## config.mk

```make
export PLATFORM = sky130hd
export DESIGN_NAME = abtu_ctrl
export DESIGN_NICKNAME = d
export VERILOG_FILES = /design/src/abtu_pkg.sv /design/src/abtu_ctrl.sv
export SDC_FILE = /design/constraint.sdc
export NUM_CORES = 1
export LEC_CHECK = 0
export BUFFER_PORTS_ARGS = -buffer_cell sky130_fd_sc_hd__buf_2
export CORE_AREA = 3 3 40 42
export CTS_CLUSTER_DIAMETER = 80
export DETAILED_ROUTE_END_ITERATION = 7
export DIE_AREA = 0 0 43 45
export HOLD_SLACK_MARGIN = 0.02
export PLACE_DENSITY = 0.82
export RECOVER_POWER = 100
export SLEW_MARGIN = 25
export SYNTH_ARGS = -nofsm -noshare
export SYNTH_HDL_FRONTEND = slang
export SYNTH_SLANG_ARGS = --single-unit
```

## constraint.sdc

```tcl
create_clock -name clk -period 2.3 [get_ports clk]
set_input_delay 0.46 -clock clk [delete_from_list [all_inputs] [get_ports clk]]
set_output_delay 0.46 -clock clk [all_outputs]
set_load 0.02 [all_outputs]
```

## src/abtu_pkg.sv

```systemverilog
`default_nettype none
package abtu_pkg;

    localparam int MaxAnchors = 1024;
    localparam int IdxW = $clog2(MaxAnchors);
    localparam int CntW = IdxW + 1;

    localparam int ChipW = 8;
    localparam int ModW = 49;
    localparam int TickW = 9;
    localparam int CfgDataW = 49;
    localparam int CfgIdxW = 3;
    localparam int DivBits = 64;

    localparam logic [CfgIdxW-1:0] REG_CHIP = 3'd0;
    localparam logic [CfgIdxW-1:0] REG_PIX_MOD = 3'd1;
    localparam logic [CfgIdxW-1:0] REG_TDC_MOD = 3'd2;
    localparam logic [CfgIdxW-1:0] REG_CTL_MOD = 3'd3;
    localparam logic [CfgIdxW-1:0] REG_TICK_CRS = 3'd4;
    localparam logic [CfgIdxW-1:0] REG_TICK_TDC = 3'd5;

    localparam logic [1:0] CMD_ANCHOR = 2'd0;
    localparam logic [1:0] CMD_PIXEL = 2'd1;
    localparam logic [1:0] CMD_TDC = 2'd2;
    localparam logic [1:0] CMD_CONTROL = 2'd3;

    typedef struct packed {
        logic [1:0]  cmd;
        logic [7:0]  item_chip;
        logic [31:0] chunk_pos;
        logic [31:0] packet_pos;
        logic [47:0] raw_value;
        logic [3:0]  fine_toa;
        logic        is_count_packet;
    } abtu_in_t;

    typedef struct packed {
        logic [63:0]        unwrapped_value;
        logic signed [63:0] fine_time;
        logic               assigned;
        logic               unresolved;
        logic               table_full;
    } abtu_out_t;

    typedef enum logic [3:0] {
        ST_IDLE,
        ST_DECODE,
        ST_SRCH_RD,
        ST_SRCH_WAIT,
        ST_SRCH_CMP,
        ST_SHIFT_RD,
        ST_SHIFT_WAIT,
        ST_SHIFT_WR,
        ST_INS_WR,
        ST_HIT_RD,
        ST_HIT_WAIT,
        ST_MUL,
        ST_DIV,
        ST_EPOCH,
        ST_DONE
    } abtu_state_t;

    // controller -> datapath
    typedef struct packed {
        logic load;        // capture request
        logic srch_init;
        logic srch_rd;     // read at mid
        logic srch_step;   // update lo/hi from compare
        logic shift_init;
        logic shift_rd;    // read entry ptr-1
        logic shift_wr;    // write entry ptr, decrement ptr
        logic ins_wr;      // write new anchor at lo
        logic hit_rd;      // read anchor at lo-1 (or 0)
        logic mul;         // form a and r
        logic mul2;        // epoch*modulus, one 32-bit partial product per cycle
        logic div_init;
        logic div_step;
        logic finish;      // build result
        logic res_full;
        logic res_pass;
        logic res_empty;
    } abtu_cmd_t;

    // datapath -> controller
    typedef struct packed {
        logic chip_match;
        logic [1:0] cmd;
        logic count_pkt;
        logic full;
        logic empty;
        logic srch_done;
        logic shift_done;
        logic div_done;
        logic gap_pos;
        logic mul_done;
    } abtu_stat_t;

endpackage
`default_nettype wire

```

## src/abtu_ctrl.sv

```systemverilog
`default_nettype none
module abtu_ctrl
    import abtu_pkg::*;
(
    input  wire logic       clk,
    input  wire logic       rst_n,
    input  wire logic       start,
    input  wire abtu_stat_t stat,
    output abtu_cmd_t       ctl,
    output logic            busy,
    output logic            done
);
    abtu_state_t state_reg, state_next;

    always_ff @(posedge clk or negedge rst_n)
    begin
        if (!rst_n)
        begin
            state_reg <= ST_IDLE;
        end
        else
        begin
            state_reg <= state_next;
        end
    end

    always_comb
    begin
        state_next = state_reg;
        ctl = '0;
        busy = (state_reg != ST_IDLE);
        done = 1'b0;
        unique case (state_reg)
            ST_IDLE:
            begin
                if (start)
                begin
                    ctl.load = 1'b1;
                    state_next = ST_DECODE;
                end
            end
            ST_DECODE:
            begin
                ctl.srch_init = 1'b1;
                priority if (!stat.chip_match)
                begin
                    ctl.res_pass = 1'b1;
                    state_next = ST_DONE;
                end
                else if (stat.cmd == CMD_ANCHOR && stat.full)
                begin
                    ctl.res_full = 1'b1;
                    state_next = ST_DONE;
                end
                else if (stat.cmd == CMD_CONTROL && stat.count_pkt)
                begin
                    ctl.res_pass = 1'b1;
                    state_next = ST_DONE;
                end
                else if (stat.cmd != CMD_ANCHOR && stat.empty)
                begin
                    ctl.res_empty = 1'b1;
                    state_next = ST_DONE;
                end
                else
                begin
                    state_next = ST_SRCH_RD;
                end
            end
            ST_SRCH_RD:
            begin
                if (stat.srch_done)
                begin
                    if (stat.cmd == CMD_ANCHOR)
                    begin
                        ctl.shift_init = 1'b1;
                        state_next = ST_SHIFT_RD;
                    end
                    else
                    begin
                        state_next = ST_HIT_RD;
                    end
                end
                else
                begin
                    ctl.srch_rd = 1'b1;
                    state_next = ST_SRCH_WAIT;
                end
            end
            ST_SRCH_WAIT: state_next = ST_SRCH_CMP;
            ST_SRCH_CMP:
            begin
                ctl.srch_step = 1'b1;
                state_next = ST_SRCH_RD;
            end
            ST_SHIFT_RD:
            begin
                if (stat.shift_done)
                begin
                    state_next = ST_INS_WR;
                end
                else
                begin
                    ctl.shift_rd = 1'b1;
                    state_next = ST_SHIFT_WAIT;
                end
            end
            ST_SHIFT_WAIT:
            begin
                // keep the read address so the read data stays on ptr-1
                ctl.shift_rd = 1'b1;
                state_next = ST_SHIFT_WR;
            end
            ST_SHIFT_WR:
            begin
                ctl.shift_wr = 1'b1;
                state_next = ST_SHIFT_RD;
            end
            ST_INS_WR:
            begin
                ctl.ins_wr = 1'b1;
                ctl.res_pass = 1'b1;
                state_next = ST_DONE;
            end
            ST_HIT_RD:
            begin
                ctl.hit_rd = 1'b1;
                state_next = ST_HIT_WAIT;
            end
            ST_HIT_WAIT:
            begin
                ctl.hit_rd = 1'b1;
                state_next = ST_MUL;
            end
            ST_MUL:
            begin
                ctl.mul = 1'b1;
                state_next = ST_DIV;
                ctl.div_init = 1'b1;
            end
            ST_DIV:
            begin
                if (stat.div_done || !stat.gap_pos)
                begin
                    state_next = ST_EPOCH;
                end
                else
                begin
                    ctl.div_step = 1'b1;
                end
            end
            ST_EPOCH:
            begin
                ctl.mul2 = 1'b1;
                if (stat.mul_done)
                begin
                    state_next = ST_DONE;
                end
            end
            ST_DONE:
            begin
                ctl.finish = 1'b1;
                done = 1'b1;
                state_next = ST_IDLE;
            end
            default: state_next = ST_IDLE;
        endcase
    end
endmodule
`default_nettype wire

```

---- Yosys cells after proc, flatten, opt, wreduce, memory -nomap -nowiden ----
Index checks and enable logic that the tools add are counted.
operators by class
  equality and inequality tests ........... 18
  mux-type cells .......................... 41
  reductions and logical operators ........ 11
operators with widths
  operator                                                          number
  4-bit case mux with 14 select lines                               1
  4-bit 2-to-1 mux                                                  10
  4-bit == test (second input constant)                             7
  1-bit 2-to-1 mux                                                  27
  4-bit by 3-bit == test with 1-bit output (second input constant)  4
  4-bit by 2-bit == test with 1-bit output (second input constant)  2
  2-bit inequality test (second input constant)                     3
  4-bit by 1-bit == test with 1-bit output (second input constant)  1
  4-bit zero test                                                   1
  1-bit case mux with 2 select lines                                2
  4-bit nonzero test                                                1
  1-bit logical AND                                                 3
  3-bit AND reduction                                               1
  2-bit == test (second input constant)                             1
  2-bit zero test                                                   1
  2-bit 2-to-1 mux                                                  1
  2-bit nonzero test                                                1
  2-bit OR reduction                                                1
  1-bit zero test                                                   1
  1-bit logical OR                                                  1
word-level totals
  register bits ........................... 4
  bits of input ports ..................... 14
  output and inout port bits .............. 19
  logic and storage cells ................. 71

---- Longest topological paths before layout ----
Gate-level depths: netlist of run 1.
  word-level depth ........................ 7
  gate-level depth with buffers ........... 5

---- Worst setup path before layout of run 1 ----
No wires, ideal clock.
  path kind ............................... reg2out
  start point ............................. reg state_reg[0]
  end point ............................... out ctl[12] in the netlist's numbering
  arrival time ............................ 1.538 ns
  data required time ...................... 1.840 ns
  slack ................................... 0.302 ns
  stages on the path, launching flop included .. 4
  path buffers ............................ 1
  path through ............................ dfrtp_1 > buf_4 > or2b_1 > nor4_1
RTL lines
  item                      RTL line         RTL
  start: declaration        abtu_ctrl.sv:13  abtu_state_t state_reg, state_next;
  start signal: assignment  abtu_ctrl.sv:23  state_reg <= state_next;
  end: declaration          abtu_ctrl.sv:9   output abtu_cmd_t ctl,

==> results of run 1 <==
[routing by layer]
layer,GRT usage [%],vias to the layer above,routed length (um)
li1,-,325,-
met1,17.6,286,581
met2,26.9,31,658
met3,0.797,0,142
met4,9.04,0,0
met5,0,-,0
[critical path, cell delays in order, from the launching register on]
cell	delay [ns]
dfrtp_1	0.51
or2b_1	0.35
nor4_1	0.25
clkbuf_1	0.26
[final cells by class]
class                      instances  area [um^2]
clock buffer                       3         22.5
fill                             146          617
inverter                           5         18.8
multi-input combinational         60          358
sequential                         4          100
tap                               15         18.8
timing repair buffer              33          150
[timing repair]
item	in CTS	in global routing
hold buffers	1	0
endpoints found under the hold margin	4	0
endpoints found under the setup margin	0	1
gates resized for setup	0	1
[report_power, final]
group / internal, mW / switching, mW
sequential: 0.109 / 0.112
combinational: 0.217 / 0.351
clock: 0.0582 / 0.0263
[final timing paths]
path | start | end | slack (ns) | depth (start not counted)
max | state_reg[1] | ctl[12] | 0.23 | 3
min in group asynchronous | rst_n | state_reg[0] | 0.59 | 2
max reg2reg | state_reg[2] | state_reg[0] | 0.68 | 4
min | stat[0] | state_reg[0] | 0.45 | 2
max in group asynchronous | rst_n | state_reg[3] | 1.54 | 2
min reg2reg | state_reg[1] | state_reg[0] | 0.81 | 2
[metrics by stage]
step / cells / instance area, um^2 / power, mW
final: 120 / 668 / 0.873
after global placement: 116 / 649 / 0.781
after floorplan: 75 / 514 / 0.680
after CTS: 120 / 682 / 0.888
after detailed placement: 116 / 649 / 0.795
after global routing: 120 / 668 / 0.956
[cells in the mapped netlist, drive strengths merged]
cell / number / share of area, %
or3b: 1 / 1.7
a22oi: 1 / 1.5
or2b: 2 / 2.9
nand2: 9 / 6.6
buf: 6 / 8.5
nand2b: 3 / 4.1
nor2b: 1 / 1.2
o221ai: 1 / 1.7
nor2: 12 / 9.2
a311o: 1 / 1.9
o311ai: 1 / 1.7
and2: 1 / 1.2
xnor2: 1 / 1.7
o32ai: 1 / 1.7
and4b: 1 / 2.7
inv: 5 / 3.7
dfrtp: 4 / 19
nor3: 6 / 6.8
a21o: 2 / 2.9
nand3: 2 / 1.9
a2bb2oi: 1 / 1.7
a21oi: 6 / 5.8
nor4: 2 / 2.4
o21ai: 1 / 0.97
a31oi: 1 / 1.2
o21a: 1 / 1.5
and2b: 1 / 1.5
o2111ai: 1 / 1.7
[logic make-up after synthesis]
logic type	share of synthesized area, %
AND/OR/NAND/NOR	42.3
AO/OA/AOI/OAI	24.3
buffers and inverters	12.2
flip-flops	19.5
XOR/XNOR	1.70
==> qor.yml, run 1 <==
outcome: "completed"
grt_max_degree: 13
syn_area_um2: 514
worst_slew_pin_slew_ns: 0.395
h-tree-depth: 1
startpoint_type: "flop"
antennaDiodeCount: 0
grtUsageTotal_pct: 15.0
synth_cell_types: 33
start_util_pct: 40.0
whs_ns: 0.455
place_ws_ns: 0.463
cts_tree: "yes"
report.final.hold_viol_count: 0
tns_ns: 0
finClkSkew_ns: 0.00127
fmax_ghz: 0.484
powerDensity_nw_per_um2: 1310
vias: 642
setup_ws_ns: 0.234
endpoint_kind: "primary output"
die_h_um: 45
dp_hpwl_um: 1100
gp_congestion: 0.807
areaGrowthSynthToFinish_pct: 29.9
die-area_um2: 1940
cts_made_buffers: 3
totalWireLength_um: 1380
clk_latency_ns: 0.23
cts-root-buf: "clkbuf_4"
clock-sinks: 4
yosys_warnings: 0
rsz0062_at_grt: "no"
layout_min_cycle_time_ns: 2.07
ir_drop_uv: 773
path_clk_slew_ns: 0.04
first_pass_iters: 4
hp-class: "input pin to flop"
antenna_found_initial: 0
relSlewSlack_pct: 73.6
synth_nets: 89
ant_nets: 0
wl_per_cell_um: 11.5
drcViolationCount: 0
largest_reg_flops: 4
slew_viol_final: 0
grt_pass1_vias: 568
final_cell_mix: "clkbuf_1 (16), buf_2 (14), nor2_1 (11), nand2_1 (9), a21oi_1 (6)"
setup_viol: 0
power.static_leakage_nw: 0.295
io_pins: 33
synth_seq_area_share_pct: 19.5
syn_inst: 75
grt_pass1_wl_um: 2240
fin_crit_sh_pct: 89.8
synth_area_per_cell_um2: 6.86
clockBufferDepth: 2
post_cts_buffers: 0
cp.required_ns: 1.84
drt-initial-drc-count: 6
fp-row-count: 13
grt_overflow: 0
layout_commonest_cell: "clkbuf_1"
path_max_fanout: 10
port_buffers: 32
crit_arrival_ns: 1.61
finalNetCount: 121
drv_cap: 0
path_class: "flop to primary output"
fin_util_pct: 52.0
floorplan.core_area_um2: 1280
ys_ff_latch: 4
die_w_um: 43
via_per_inst: 5.35
drive_above_1_share_pct: 22.9
Power figures use the tool's default switching activity.
==> run 2, diff against run 1 <==
--- a/config.mk
+++ b/config.mk
@@ -6,12 +6,15 @@
 export NUM_CORES = 1
 export LEC_CHECK = 0
 export BUFFER_PORTS_ARGS = -buffer_cell sky130_fd_sc_hd__buf_2
-export CORE_AREA = 3 3 40 42
+export CELL_PAD_IN_SITES_DETAIL_PLACEMENT = 1
+export CELL_PAD_IN_SITES_GLOBAL_PLACEMENT = 1
+export CORE_MARGIN = 3
+export CORE_UTILIZATION = 28
 export CTS_CLUSTER_DIAMETER = 80
 export DETAILED_ROUTE_END_ITERATION = 7
-export DIE_AREA = 0 0 43 45
+export GPL_ROUTABILITY_DRIVEN = 0
 export HOLD_SLACK_MARGIN = 0.02
-export PLACE_DENSITY = 0.82
+export PLACE_DENSITY = 0.89
 export RECOVER_POWER = 100
 export SLEW_MARGIN = 25
 export SYNTH_ARGS = -nofsm -noshare
==> qor.yml, run 2 (synthesis results as in run 1) <==
wl_per_cell_um: 13.4
final-instance-count-excl-fill: 129
use_met2_pct: 23.3
min_from: "stat[0]"
start_util_pct: 31.9
setup_viol: 0
ir_drop_uv: 612
powerDensity_nw_per_um2: 1330
floorplan.core_area_um2: 1610
ant_nets: 0
grt_use_met1_pct: 20.3
use_met3_pct: 4.28
finClkSkew_ns: 0.00995
layout_min_cycle_time_ns: 2.14
hp-class: "input pin to flop"
tns_ns: 0
totalWireLength_um: 1730
dp_hpwl_um: 1340
cp.required_ns: 1.84
path_delay_family: "flip-flops"
drcViolationCount: 0
path_class: "flop to primary output"
cts_tree: "yes"
min_to: "state_reg[0]"
first_pass_iters: 4
antenna_found_initial: 0
clockBufferDepth: 2
rrSetupSlack_ns: 0.65
cts_made_buffers: 3
antennaDiodeCount: 0
cp_slowest_stage_delay_ns: 0.52
fin_crit_sh_pct: 93.1
drt-initial-drc-count: 18
die_h_um: 48.9
h-tree-depth: 1
final_cell_mix: "clkbuf_1 (17), buf_2 (13), nor2_1 (11), nand2_1 (9), a21oi_1 (6)"
r2r_end: "state_reg[0]"
grt_pass1_vias: 639
nFillCells: 232
slew_viol_final: 0
via_per_inst: 5.09
drive_above_1_share_pct: 22.9
drv_cap: 0
die_w_um: 48.9
io_pins: 33
report.final.hold_viol_count: 0
rr_worst_depth: 4
power.net_switching_mw: 0.510
post_cts_buffers: 0
p_comb_share_pct: 64.7
clk_latency_ns: 0.24
vias: 657
intPower_mw: 0.384
path_max_fanout: 10
final_cell_area_um2: 673
dp.cells: 125
cts-root-buf: "clkbuf_4"
hold_depth: 2
rsz0062_at_grt: "no"
startpoint_type: "flop"
fin_util_pct: 41.8
grt_overflow: 0
worst_slew_pin_slew_ns: 0.391
rr_startpoint: "state_reg[2]"
die-area_um2: 2390
p_clk_share_pct: 9.9
finalNetCount: 121
crit_chain: "or2b_1 > o21a_1 > nor2_1 > clkbuf_1"
power_mw: 0.894
power_frac_seq_pct: 25.3
grt_max_degree: 13
areaGrowthSynthToFinish_pct: 30.9
whs_ns: 0.448
post_dp_cell_area_um2: 661
port_buffers: 32
multi_input_area_um2: 352
relSlewSlack_pct: 74.0
endpoint_kind: "primary output"
grtUsageTotal_pct: 14.9
setup_ws_ns: 0.158
outcome: "completed"
cp_slowest_cell: "dfrtp_1"
fmax_ghz: 0.467
swShare_pct: 57.1
power.static_leakage_nw: 0.289
clock-sinks: 4
path_clk_slew_ns: 0.04
grt-busiest-layer: "met2"
fp-row-count: 14
regArea_um2: 101
largest_reg_flops: 4
place_ws_ns: 0.432
grt_pass1_wl_um: 2880
layout_commonest_cell: "clkbuf_1"
critical_path_buf_inv_count: 1
crit_arrival_ns: 1.68
-- run 2: how the worst max path moves through the flow --
stage | startpoint | cells after the start | endpoint | slack [ns]
2_1_floorplan | state_reg[0] | 3 | ctl[12] | 0.30
3_3_place_gp | state_reg[1] | 5 | ctl[2] | 0.52
3_5_place_dp | state_reg[0] | 5 | ctl[2] | 0.43
4_1_cts | state_reg[0] | 5 | ctl[2] | 0.16
5_1_grt | state_reg[1] | 5 | ctl[0] | 0.01
6_report | state_reg[1] | 4 | ctl[11] | 0.16
-- run 2: power by group through the flow --
| stage | Sequential (mW) | Clock, mW | Combinational [mW] |
|---|---|---|---|
| finish | 0.227 | 0.0887 | 0.579 |
| global route | 0.236 | 0.0964 | 0.643 |
| CTS | 0.225 | 0.0935 | 0.601 |
| detailed placement | 0.226 | 0 | 0.595 |
| global placement | 0.217 | 0 | 0.584 |
| floorplan | 0.130 | 0 | 0.550 |
-- run 2: repair_timing --
item                                    CTS  global route
endpoints found under the hold margin     2             0
endpoints found under the setup margin    0             1
hold buffers                              1             0
gates resized for setup                   0             1
-- run 2: per-layer routing --
metal	share of wire, %	up-vias
met4	0	0
met3	5.1	0
met5	0	-
met2	46	19
li1	-	325
met1	49	313
-- run 2: area by class of cell --
cell class	count	share of cell area, %
tap	24	4.46
multi-input combinational	60	52.2
timing repair buffer	33	22.1
inverter	5	2.79
clock buffer	3	3.35
sequential	4	15.1
